<file path="src/sv/ppc_pkg.sv">
// Package for the piston position controller.
// Types, codes and widths shared by ppc_step, the top level and its checker.
`default_nettype none

package ppc_pkg;

  localparam int POS_W = 16;
  localparam int DEB_W = 7;
  localparam int STALL_W = 16;
  localparam int SPD_W = 8;
  localparam int CFG_AW = 3;
  localparam int CFG_DW = 16;

  typedef logic [POS_W-1:0] pos_t;

  typedef enum logic [1:0] {
    ST_READY = 2'd0,
    ST_BUSY  = 2'd1,
    ST_ERROR = 2'd2
  } status_t;

  typedef enum logic [1:0] {
    FN_TICK       = 2'd0,
    FN_GOTO_READY = 2'd1,
    FN_GOTO_SPEED = 2'd2,
    FN_RESTART    = 2'd3
  } func_t;

  localparam logic [CFG_AW-1:0] REG_AUTO_CONTROL = 3'd0;
  localparam logic [CFG_AW-1:0] REG_CALIBRATION  = 3'd1;
  localparam logic [CFG_AW-1:0] REG_STALL_TICKS  = 3'd2;
  localparam logic [CFG_AW-1:0] REG_SENSOR_HOLD  = 3'd3;
  localparam logic [CFG_AW-1:0] REG_SLOW_ZONE    = 3'd4;
  localparam logic [CFG_AW-1:0] REG_FULL_SPEED   = 3'd5;

  typedef struct packed {
    logic               auto_control;
    logic               calibration_mode;
    logic [STALL_W-1:0] stall_ticks;
    logic [DEB_W-1:0]   sensor_hold;
    logic [7:0]         slow_zone;
    logic [SPD_W-1:0]   full_speed;
  } cfg_t;

  typedef struct packed {
    pos_t               cur_pos;
    pos_t               last_pos;
    pos_t               dest_pos;
    logic [STALL_W-1:0] stall_cnt;
    logic [DEB_W-1:0]   deb_cnt;
    logic               prev_optic;
    logic               spent;
    status_t            status;
    logic               run;
    logic               dir;
    logic [SPD_W-1:0]   speed;
    logic               done;
  } st_t;

endpackage

`default_nettype wire

</file>
<file path="src/sv/piston_position_controller.sv">
// Piston position controller: top level with state, configuration and result registers.
// Depends on ppc_pkg and ppc_step.
//
// Use:
//   Input channel (in_valid/in_ready) carries one request: in_func selects tick,
//   go-to forcing ready, go-to with speed or restart; in_optic_level is used by
//   a tick, in_target by go-to requests and in_speed by go-to with speed.
//   Result channel (out_valid/out_ready) returns one result per request: the
//   position, status, motor run/direction/speed and destination-complete flag
//   as they stand after that request.
//   Latency: the result is shown the cycle after the request is accepted.
//   Throughput: one request per cycle while results are taken; the whole step is
//   one pass of logic from the state registers to the next state and result register.
//   A request is taken while a result waits, as long as that result is being
//   taken in the same cycle; while the receiver stalls, in_ready is low and
//   the held result is unchanged.
//   Reset (rst_n low, synchronous) clears position, counters and motor state,
//   sets status ready, empties the result register and loads the register
//   defaults. Configuration writes (cfg_we, cfg_addr, cfg_wdata) take effect
//   at once; unknown indexes are ignored.
`default_nettype none

module piston_position_controller (
  input  logic               clk,
  input  logic               rst_n,
  input  logic               in_valid,
  output logic               in_ready,
  input  logic [1:0]         in_func,
  input  logic               in_optic_level,
  input  logic signed [15:0] in_target,
  input  logic [7:0]         in_speed,
  output logic               out_valid,
  input  logic               out_ready,
  output logic signed [15:0] out_position,
  output logic [1:0]         out_status,
  output logic               out_motor_run,
  output logic               out_motor_dir,
  output logic [7:0]         out_motor_speed,
  output logic               out_dest_complete,
  input  logic               cfg_we,
  input  logic [ppc_pkg::CFG_AW-1:0] cfg_addr,
  input  logic [ppc_pkg::CFG_DW-1:0] cfg_wdata
);
  import ppc_pkg::*;

  st_t  st_r;
  st_t  st_nxt;
  cfg_t cfg_r;
  logic out_valid_r;
  logic accept;

  assign in_ready = !out_valid_r || out_ready;
  assign accept   = in_valid && in_ready;

  ppc_step u_step (
    .st          (st_r),
    .cfg         (cfg_r),
    .func        (in_func),
    .optic_level (in_optic_level),
    .target      (in_target),
    .speed       (in_speed),
    .st_nxt      (st_nxt)
  );

  always_ff @(posedge clk) begin
    if (!rst_n) begin
      cfg_r.auto_control     <= 1'b1;
      cfg_r.calibration_mode <= 1'b0;
      cfg_r.stall_ticks      <= STALL_W'(500);
      cfg_r.sensor_hold      <= DEB_W'(10);
      cfg_r.slow_zone        <= 8'd5;
      cfg_r.full_speed       <= SPD_W'(100);
    end else if (cfg_we) begin
      case (cfg_addr)
        REG_AUTO_CONTROL: cfg_r.auto_control     <= cfg_wdata[0];
        REG_CALIBRATION:  cfg_r.calibration_mode <= cfg_wdata[0];
        REG_STALL_TICKS:  cfg_r.stall_ticks      <= cfg_wdata[STALL_W-1:0];
        REG_SENSOR_HOLD:  cfg_r.sensor_hold      <= cfg_wdata[DEB_W-1:0];
        REG_SLOW_ZONE:    cfg_r.slow_zone        <= cfg_wdata[7:0];
        REG_FULL_SPEED:   cfg_r.full_speed       <= cfg_wdata[SPD_W-1:0];
        default: ;
      endcase
    end
  end

  always_ff @(posedge clk) begin
    if (!rst_n) begin
      st_r <= '{cur_pos: '0, last_pos: '0, dest_pos: '0, stall_cnt: '0,
                deb_cnt: '0, prev_optic: 1'b0, spent: 1'b0, status: ST_READY,
                run: 1'b0, dir: 1'b0, speed: '0, done: 1'b0};
      out_valid_r <= 1'b0;
    end else begin
      if (accept)
        st_r <= st_nxt;
      if (accept)
        out_valid_r <= 1'b1;
      else if (out_ready)
        out_valid_r <= 1'b0;
    end
  end

  always_ff @(posedge clk) begin
    if (accept) begin
      out_position      <= 16'(st_nxt.cur_pos);
      out_status        <= st_nxt.status;
      out_motor_run     <= st_nxt.run;
      out_motor_dir     <= st_nxt.dir;
      out_motor_speed   <= st_nxt.speed;
      out_dest_complete <= st_nxt.done;
    end
  end

  assign out_valid = out_valid_r;

endmodule

`default_nettype wire

</file>
<file path="src/sv/ppc_step.sv">
// One request of the piston position controller: sensor debounce, control step, go-to and restart.
// Purely combinational; depends on ppc_pkg.
`default_nettype none

module ppc_step (
  input  ppc_pkg::st_t          st,
  input  ppc_pkg::cfg_t         cfg,
  input  logic [1:0]            func,
  input  logic                  optic_level,
  input  logic signed [15:0]    target,
  input  logic [7:0]            speed,
  output ppc_pkg::st_t          st_nxt
);
  import ppc_pkg::*;

  function automatic st_t control(st_t s_in, cfg_t c);
    st_t s;
    logic moved;
    logic signed [POS_W:0] diff;
    logic [POS_W:0] gap;
    s = s_in;
    if (s.status == ST_ERROR) begin
      s.run = 1'b0;
    end else begin
      moved = (s.cur_pos != s.last_pos);
      if (c.auto_control) begin
        if (s.cur_pos != s.dest_pos) begin
          if (s.status == ST_READY) begin
            s.dir = ($signed(s.cur_pos) > $signed(s.dest_pos));
            s.stall_cnt = c.stall_ticks;
            s.status = ST_BUSY;
            s.done = 1'b0;
            s.run = 1'b1;
          end
          if (!moved) begin
            s.stall_cnt = s.stall_cnt - 1'b1;
            if (s.stall_cnt == '0) begin
              s.stall_cnt = STALL_W'(1);
              s.run = 1'b0;
              s.status = c.calibration_mode ? ST_READY : ST_ERROR;
            end
          end else begin
            s.stall_cnt = c.stall_ticks;
          end
          diff = $signed({s.dest_pos[POS_W-1], s.dest_pos})
               - $signed({s.cur_pos[POS_W-1], s.cur_pos});
          gap = diff[POS_W] ? (POS_W+1)'(-diff) : (POS_W+1)'(diff);
          if (gap < (POS_W+1)'(c.slow_zone))
            s.speed = c.full_speed >> 1;
        end else begin
          s.done = 1'b1;
          s.run = 1'b0;
          s.status = ST_READY;
        end
      end
      s.last_pos = s.cur_pos;
    end
    return s;
  endfunction

  function automatic st_t go_to(st_t s_in, cfg_t c, logic signed [15:0] tgt,
                                logic [SPD_W-1:0] spd);
    st_t s;
    pos_t dest;
    s = s_in;
    dest = pos_t'(tgt);
    if (dest != s.cur_pos)
      s.dest_pos = dest;
    s.speed = spd;
    return control(s, c);
  endfunction

  st_t s_opt;

  // sensor debounce, at most one position step per high phase
  always_comb begin
    s_opt = st;
    if (s_opt.deb_cnt != '0)
      s_opt.deb_cnt = s_opt.deb_cnt - 1'b1;
    if (s_opt.prev_optic != optic_level) begin
      s_opt.deb_cnt = cfg.sensor_hold;
      s_opt.prev_optic = optic_level;
      s_opt.spent = 1'b0;
    end else if (s_opt.deb_cnt == '0 && optic_level && !s_opt.spent) begin
      s_opt.spent = 1'b1;
      s_opt.cur_pos = s_opt.dir ? s_opt.cur_pos - 1'b1 : s_opt.cur_pos + 1'b1;
    end
  end

  st_t s_rdy;

  always_comb begin
    s_rdy = st;
    s_rdy.status = ST_READY;
  end

  always_comb begin
    st_nxt = st;
    case (func_t'(func))
      FN_TICK:       st_nxt = control(s_opt, cfg);
      FN_GOTO_READY: st_nxt = go_to(s_rdy, cfg, target, cfg.full_speed);
      FN_GOTO_SPEED: st_nxt = go_to(st, cfg, target, speed);
      FN_RESTART: begin
        if (st.status == ST_ERROR)
          st_nxt.status = ST_READY;
      end
      default:       st_nxt = st;
    endcase
  end

endmodule

`default_nettype wire

</file>
<file path="config.mk">
export PLATFORM = sky130hd
export DESIGN_NAME = piston_position_controller
export DESIGN_NICKNAME = d
export VERILOG_FILES = /design/src/sv/ppc_pkg.sv /design/src/sv/piston_position_controller.sv /design/src/sv/ppc_step.sv
export SDC_FILE = /design/constraint.sdc
export NUM_CORES = 1
export LEC_CHECK = 0
export ABC_CLOCK_PERIOD_IN_PS = 7750
export BUFFER_PORTS_ARGS = -buffer_cell sky130_fd_sc_hd__buf_2
export CORE_ASPECT_RATIO = 0.6
export CORE_MARGIN = 5
export CORE_UTILIZATION = 31
export CTS_CLUSTER_SIZE = 20
export DETAILED_ROUTE_END_ITERATION = 8
export PLACE_DENSITY_LB_ADDON = 0.15
export SYNTH_ARGS = -nofsm -noshare
export SYNTH_HDL_FRONTEND = slang
export SYNTH_SLANG_ARGS = --single-unit
</file>
<file path="constraint.sdc">
create_clock -name clk -period 7.75 [get_ports clk]
set_input_delay 0 -clock clk [delete_from_list [all_inputs] [get_ports clk]]
set_output_delay 0 -clock clk [all_outputs]
set_load 0.03 [all_outputs]
</file>
Word level (Yosys, flattened, before mapping)
Index checks and enable logic that the tools add are counted.
W data, S select, Z words.
- register bits: 157
- input bits: 51
- output and inout port bits: 31
- add/sub/neg operators: 12
- bitwise operators: 3
- reduce and logical (&&, ||, !) cells: 30
- $lt $le $gt $ge: 6
- equal/unequal tests: 24
- multiplexer cells: 78
- operators with widths (cell ; count):
    $mux W16 ; 34
    $pmux W73 S3 ; 1
    $ne A16 B16 Y1 ; 6
    $sub A16 B1 Y16 const B ; 4
    $lt A17 B8 Y1 ; 3
    $mux W17 ; 3
    $neg A17 Y17 ; 3
    $sub A16 B16 Y17 ; 3
    $gt A16 B16 Y1 ; 3
    $logic_not A16 Y1 ; 3
    $mux W13 ; 3
    $pmux W11 S3 ; 1
    $mux W8 ; 4
    $mux W3 ; 9
    $mux W9 ; 3
    $mux W10 ; 2
    $add A16 B1 Y16 const B ; 1
    $reduce_and A2 Y1 ; 6
    $mux W1 ; 10
    $ne A2 B2 Y1 const B ; 5
    $reduce_and A10 Y1 ; 1
    $reduce_and A5 Y1 ; 2
    $mux W2 ; 4
    $mux W4 ; 2
    other kinds (22) ; 37

Logic depth before layout (Yosys ltp)
Gate-level depths: netlist (run 1).
- depth in word-level cells: 20
- depth in mapped cells: 42
- mapped depth without buffers: 38

By module
Synthesis (run 1) repeated with hierarchy kept, for this count alone.
- cell total of the unflattened synthesis: 2031
- area, all modules: 15474.8 µm²
- by module, submodules not included (module ; area each (µm²) ; times used ; seq. area each (µm²) ; cells each):
    ppc_step ; 9716.8 ; 1 ; 0.0 ; 1467
    piston_position_controller ; 5758.0 ; 1 ; 3433.3 ; 564

Worst setup path after synthesis (run 1)
OpenSTA, ideal clock, no wires.
- kind: register to register
- start point: register st_r[15] (netlist name)
- end point: register out_motor_speed[2], data pin
- stages on the path, launching flop included: 41
- period minus slack after synthesis: 7.437 ns
- slack: 0.313 ns
- arrival: 7.176 ns
- path through: dfxtp_1 > inv_1 > ha_1 > nand2b_1 > or3_1 > buf_4 > nand2_1 > o32ai_1 > buf_2 > and4_1 > buf_2 > xnor2_1 > ha_1 > inv_1 > fa_1 > a21o_1 > a21oi_1 > nand2_1 > (+5 left out) > clkbuf_1 > nand2_1 > o21ai_0 > ha_1 > a21o_1 > a21oi_1 > nor2b_1 > o21ai_0 > nand2b_1 > a21oi_1 > nor2b_1 > o21ai_0 > nand3_1 > inv_1 > o311ai_1 > a211o_1 > or2_4 > a311o_1
- RTL lines (what ; RTL line ; source):
    start: declaration ; piston_position_controller.sv:46 ; st_t st_r;
    start signal: assignment ; piston_position_controller.sv:88 ; st_r <= '{cur_pos: '0, last_pos: '0, dest_pos: '0, stall_cnt: '0,
    start signal: assignment ; piston_position_controller.sv:94 ; st_r <= st_nxt;
    end signal: assignment ; piston_position_controller.sv:108 ; out_motor_speed <= st_nxt.speed;
    end: declaration ; piston_position_controller.sv:38 ; output logic [7:0] out_motor_speed,

==> reports/metrics.csv, run 1 <==
stage,metric,value,unit
outcome,status,"complete, no violations",
route,vias,13800,
layout,seqCellArea,3440,µm²
power_and_ir_drop,p_sw_frac,0.397,
critical_path,worst-setup-path-type,reg2reg,
route,finalWirelength,55.7,mm
critical_path,required,7.96,ns
synthesis,synth-adder-area-share,0.0740,
power_and_ir_drop,powerDensity,184,nW/µm²
layout,area_delta_synth_final,17.0,%
sta,tns,0,ns
floorplanning,io_pins,82,
route,viasPerCell,5.66,
floorplanning,coreArea,43300,µm²
sta,maxSlewHeadroom,0.233,
grt,grt-ovfl-total,0,
floorplanning,die_width,280,µm
placed_design,place.gp.congestion,0.964,
power_and_ir_drop,max-vdd-ir-drop,0.155,mV
grt,grt_pass1_vias,12700,
sta,finalSetupViolations,0,
power_and_ir_drop,power_frac_comb,0.389,
worst_hold_path,hold_path_startpoint,cfg_addr[0],
worst_hold_path,whs_path_depth,4,
synthesis,netlist_instances,1748,
layout,drive_gt1_frac,0.155,
route,wl_per_cell,22.8,µm
power_and_ir_drop,power.clock.fraction,0.297,
critical_path,startpoint,st_r[17],
clock_tree,cts_tree,done,
clock_tree,insertion_delay,0.46,ns
synthesis,yosysSeqAreaShare,0.254,
worst_hold_path,holdCritPathClass,in2reg,
sta,min_period_over_period,0.929,
synthesis,synth_top_cell_area_share,0.189,
synthesis,syn-mean-instance-area,7.75,µm²
critical_path,rr_worst_depth,34,
synthesis,muxShareOfSynthArea,0.0531,
clock_tree,cts_buffers,17,
synthesis,yosys.area.top_type,dfxtp_1,
critical_path,max_stage_delay,0.44,ns
placed_design,preCtsSetupSlack,0.158,ns
floorplanning,dieArea,48100,µm²
synthesis,synth_area_leaders,"dfxtp_1 (19%), nand2_1 (6.9%), ha_1 (6.7%)",
grt,grt_util_all_layers,0.227,
route,dr.first_iter.drc_count,1616,
power_and_ir_drop,p_sw,1.16,mW
sta,hold_viol,0,
layout,final_cell_count_no_fill,2448,
power_and_ir_drop,finalPower,2.91,mW
synthesis,post-synth-top-count-cell,nand2_1,
flow_run,cap_violations,0,
sta,clock.fmax,139,MHz
sta,fin_crit,7.20,ns
critical_path,crit_arrival,7.41,ns
layout,antenna_cells,0,
clock_tree,htreeDepth,4,
route,antenna_left,0,
route,firstDrtPassIters,5,
clock_tree,cts_sinks,157,
route,routedLengthMet1,28.3,mm
synthesis,synth_top_family_by_area,compound AO/OA/AOI/OAI gates,
floorplanning,die_y,172,µm
route,drc,0,
synthesis,synth_compound_area_frac,0.253,
critical_path,slowest_stage,maj3_2,
clock_tree,clock-root-buffer,clkbuf_16,
synthesis,ys_ff_latch,157,
critical_path,cp_max_fo,13,
sta,drv_slew,0,
synthesis,synthXorXnorAreaFrac,0.0754,
critical_path,startpoint_type,register,
floorplanning,rows,59,
critical_path,end_kind,register,
clock_tree,clockBufferDepth,2,
sta,holdWs,0.0255,ns
synthesis,syn_nets,1874,
sta,finalClockSkew,0.0111,ns
synthesis,synth_common_cells,"nand2_1 (249), dfxtp_1 (128), nor2_1 (115)",
grt,grt_pass1_wl,82.8,mm
synthesis,ys_warn_count,0,
sta,worst_pin_slew,1.15,ns
route,wl_met2,20.3,mm
route,dr_wl_met3,6.49,mm
grt,grt_max_degree,72,
synthesis,synth_simple_gate_area_frac,0.237,
placed_design,io_buffers,81,
synthesis,synthFlopType,dfxtp_1,
power_and_ir_drop,p_int,1.75,mW
floorplanning,initial_utilization,0.313,
grt,antenna_found_initial,5,
clock_tree,path_clk_slew,0.07,ns
route,maxUsedRoutingLayer,met5,
power_and_ir_drop,p_seq_frac,0.315,
power_and_ir_drop,p_leak,6.40,nW
synthesis,synth-edff-count,29,
placed_design,place_inst,2395,
layout,n_fill_cell,4589,
placed_design,dp_hpwl,43.3,mm
layout,multi_input_area,9470,µm²
sta,fin_ws,0.551,ns
layout,nets,1982,
synthesis,post_synth_instance_area,13500,µm²
synthesis,async_flop_share,0,
critical_path,reg2reg_from,st_r[17],
synthesis,synthDistinctLibCells,100,
layout make-up:
cell class | instances | share of cell area
clock inverters | 12 | 0.00624
flip-flops and latches | 157 | 0.217
inverters | 84 | 0.0199
multi-input cells | 1400 | 0.598
repair buffers | 196 | 0.0835
well taps | 579 | 0.0457
clock buffers | 20 | 0.0302
per-stage QoR:
step / utilization / instance area [µm²]
final: 0.366 / 15800
after global placement: 0.346 / 15000
after global routing: 0.366 / 15800
after CTS: 0.364 / 15700
after detailed placement: 0.346 / 15000
after floorplan: - / 13500
routing by layer:
metal | global-route usage | vias up
li1 | - | 6573
met1 | 0.361 | 6618
met2 | 0.290 | 615
met3 | 0.0746 | 38
met4 | 0.0445 | 4
met5 | 0 | -
cells by family (layout without fill, tap and decap cells):
| kind of cell | count (synthesis) | in the layout |
|---|---|---|
| multiplexers | 69 | 69 |
| AO/OA/AOI/OAI | 476 | 476 |
| buffers and inverters | 191 | 312 |
| XOR/XNOR | 115 | 115 |
| AND/OR/NAND/NOR | 661 | 661 |
| adder cells (fa/ha/maj) | 79 | 79 |
| flip-flops | 157 | 157 |
final timing paths:
kind / endpoint / slack [ns]
max: out_motor_speed[2] / 0.55
min: cfg_r[39] / 0.03
max reg2reg: out_motor_speed[2] / 0.55
min reg2reg: cfg_r[0] / 0.47
timing repair:
item                                    4_1_cts  5_1_grt
endpoints found under the setup margin        0       16
resized for setup                             0       25
setup buffers                                 0        2
hold buffers                                 19        0
endpoints found under the hold margin        40        0
sequential cells by signal, indices dropped and copies added, names as in the netlist:
name / flops
out_status: 2
out_position: 16
out_motor_dir: 1
out_dest_complete: 1
cfg_r: 41
out_motor_run: 1
out_valid: 1
st_r: 86
out_motor_speed: 8
cells in the final DEF (no fill, tap or decap), types with 71 or more instances in the layout:
| cell type | synthesis | final |
|---|---|---|
| inv_1 | 83 | 82 |
| ha_1 | 72 | 71 |
| a21oi_1 | 80 | 77 |
| xnor2_1 | 77 | 77 |
| buf_2 | 2 | 80 |
| nand2_1 | 249 | 249 |
| dfxtp_1 | 128 | 126 |
| nor2_1 | 115 | 114 |
| buf_4 | 3 | 96 |
| o21ai_0 | 91 | 87 |
critical path, delay by kind of cell (launching register included):
kind	cells	cell delay (ns)
buffers and inverters	4	0.64
adders and majority gates	3	1.13
xor gates and xnor gates	2	0.34
DFF	1	0.36
AOI/OAI and AO/OA	15	2.81
and+or+nand+nor	10	1.68
power groups by stage:
stage / sequential [mW] / clock (mW) / combinational (mW)
after global routing: 0.920 / 0.911 / 1.23
after detailed placement: 0.933 / 0 / 1.09
final: 0.916 / 0.863 / 1.13
after global placement: 0.932 / 0 / 1.09
after floorplan: 0.941 / 0 / 0.716
after CTS: 0.914 / 0.883 / 1.10
No activity file was read; power rests on OpenSTA's default activity.
==> inputs of run 2 (changes only) <==
--- a/config.mk
+++ b/config.mk
@@ -12,6 +12,7 @@
 export CORE_UTILIZATION = 31
 export CTS_CLUSTER_SIZE = 20
 export DETAILED_ROUTE_END_ITERATION = 8
+export MAX_ROUTING_LAYER = met4
 export PLACE_DENSITY_LB_ADDON = 0.15
 export SYNTH_ARGS = -nofsm -noshare
 export SYNTH_HDL_FRONTEND = slang
==> run 2 against run 1 <==
Effect of this change: largest power group unchanged; sequential share of layout area shrank 0.13 points; design area grew 0.62%; clock skew grew 0.0049 ns; first-iteration DRC count grew 7.7%; via count grew 0.96%; final cell count grew 0.25%; largest cell class unchanged; clock-buffer cell count grew 2.
==> reports/metrics.csv, run 2 (synthesis results as in run 1) <==
stage,metric,value,unit,change
layout,final_common_cell,nand2_1,,unchanged
floorplanning,die_y,172,µm,unchanged
sta,fin_crit,7.25,ns,was 7.20 ns
layout,n_fill_cell,4604,,was 4589
worst_hold_path,holdCritPathClass,in2reg,,unchanged
route,wl_per_cell,23.1,µm,was 22.8 µm
clock_tree,cts_buffers,17,,unchanged
floorplanning,dieArea,48100,µm²,unchanged
power_and_ir_drop,p_leak,6.46,nW,was 6.40 nW
layout,drive_gt1_frac,0.159,,was 0.155
critical_path,max_stage_delay,0.45,ns,was 0.44 ns
sta,min_period_over_period,0.936,,was 0.929
sta,drv_slew,0,,unchanged
floorplanning,die_width,280,µm,unchanged
route,finalWirelength,56.7,mm,was 55.7 mm
clock_tree,clock-root-buffer,clkbuf_16,,unchanged
critical_path,end_kind,register,,unchanged
sta,clock.fmax,138,MHz,was 139 MHz
critical_path,slowest_stage,fa_1,,was maj3_2
clock_tree,cts_sinks,157,,unchanged
power_and_ir_drop,powerDensity,186,nW/µm²,was 184 nW/µm²
layout,reg_top3,"st_r x86, cfg_r x41, out_position x16",,unchanged
grt,antenna_found_initial,3,,was 5
critical_path,crit_arrival,7.46,ns,was 7.41 ns
layout,antenna_cells,0,,unchanged
grt,grt_util_all_layers,0.237,,was 0.227
power_and_ir_drop,max-vdd-ir-drop,0.125,mV,was 0.155 mV
grt,grt-ovfl-total,0,,unchanged
sta,finalClockSkew,0.0160,ns,was 0.0111 ns
placed_design,dp_hpwl,44.1,mm,was 43.3 mm
route,vias,14000,,was 13800
floorplanning,rows,59,,unchanged
critical_path,startpoint_type,register,,unchanged
clock_tree,path_clk_slew,0.07,ns,about the same
critical_path,crit_family,compound AO/OA/AOI/OAI gates,,unchanged
clock_tree,clockBufferDepth,2,,unchanged
sta,finalSetupViolations,0,,unchanged
route,dr.first_iter.drc_count,1740,,was 1616
sta,worst_pin_slew,1.12,ns,was 1.15 ns
critical_path,required,7.96,ns,about the same
clock_tree,htreeDepth,4,,unchanged
clock_tree,cts_tree,done,,unchanged
layout,largest_reg_flops,86,,unchanged
placed_design,io_buffers,81,,unchanged
grt,grt_max_degree,76,,was 72
floorplanning,initial_utilization,0.313,,unchanged
layout,final_cell_mix,"nand2_1 (248), dfxtp_1 (126), nor2_1 (115), buf_4 (100), o21ai_0 (86)",,"was nand2_1 (249), dfxtp_1 (126), nor2_1 (114), buf_4 (96), o21ai_0 (87)"
outcome,status,"complete, no violations",,unchanged
route,drc,0,,unchanged
sta,holdWs,0.0267,ns,was 0.0255 ns
grt,grt_pass1_vias,12400,,was 12700
placed_design,place.gp.congestion,0.979,,was 0.964
floorplanning,coreArea,43300,µm²,unchanged
route,firstDrtPassIters,6,,was 5
sta,hold_viol,0,,unchanged
route,antenna_left,0,,unchanged
critical_path,worst-setup-path-type,reg2reg,,unchanged
critical_path,cp_max_fo,13,,unchanged
clock_tree,insertion_delay,0.46,ns,about the same
sta,maxSlewHeadroom,0.249,,was 0.233
critical_path,path_buf_inv,4,,unchanged
layout,fin_area,15900,µm²,was 15800 µm²
flow_run,cap_violations,0,,unchanged
route,viasPerCell,5.70,,was 5.66
layout,regMostFlops,st_r,,unchanged
floorplanning,io_pins,82,,unchanged
sta,rsz0062_at_grt,false,,
placed_design,placed_area,15000,µm²,about the same
power_and_ir_drop,finalPower,2.97,mW,was 2.91 mW
layout,final_core_util,0.368,,was 0.366
layout,nets,1988,,was 1982
grt,grt_pass1_wl,83.8,mm,was 82.8 mm
sta,tns,0,ns,unchanged
layout,area_delta_synth_final,17.7,%,was 17.0%
## run 2: cell types whose count changed in the layout (fill, tap and decap cells not counted), sizes merged
cell and change:
buf +6, clkinv -3, clkinvlp -1, clkbuf +2
inv +2
## run 2: path summary, 6_finish.rpt
check / from / endpoint / slack (ns) / cells after the start
setup / recovery: st_r[15] / out_motor_speed[2] / 0.50 / 37
hold / removal: cfg_addr[0] / cfg_r[39] / 0.03 / 4
setup reg to reg: st_r[15] / out_motor_speed[2] / 0.50 / 37
hold reg to reg: st_r[37] / st_r[37] / 0.47 / 2
## run 2: final cells by class
type,count,area (µm²),area share
clock buffer,22,518,0.0325
inverter,84,315,0.0198
timing repair buffer,202,1380,0.0868
tap,579,724,0.0454
multi-input combinational,1400,9480,0.595
clock inverter,10,86.3,0.00542
sequential,157,3440,0.216
## run 2: tightest hold or removal path: cells and delay by family
| family | cells | cell delay [ns] |
|---|---|---|
| buffers and inverters | 1 | 0.16 |
| muxes | 1 | 0.07 |
| and+or+nand+nor | 2 | 0.21 |
## run 2: through the flow
stage | worst slack, ns | instances
final | 0.500 | 2454
after global routing | 0.00431 | 2454
after CTS | 0.248 | 2452
after detailed placement | 0.271 | 2401
after global placement | 0.302 | 2401
after floorplan | 0.313 | 1748
## run 2: repair_timing
item,4_1_cts,5_1_grt
setup buffers,0,2
endpoints found under the hold margin,38,0
setup endpoints to repair,0,16
hold buffers,19,0
gates resized for setup,0,30
## run 2: report_power, final
part           internal, mW  switching [mW]  total [mW]  leakage (nW)
clock                 0.487           0.417       0.904         0.298
combinational         0.431           0.715        1.15          4.83
sequential            0.874          0.0411       0.915          1.33
## run 2: per-layer routing
metal / GRT usage / vias up / routed length, µm
li1: - / 6585 / -
met1: 0.387 / 6721 / 29800
met2: 0.292 / 655 / 20600
met3: 0.0544 / 20 / 6040
met4: 0.0293 / 0 / 316
met5: - / - / 0
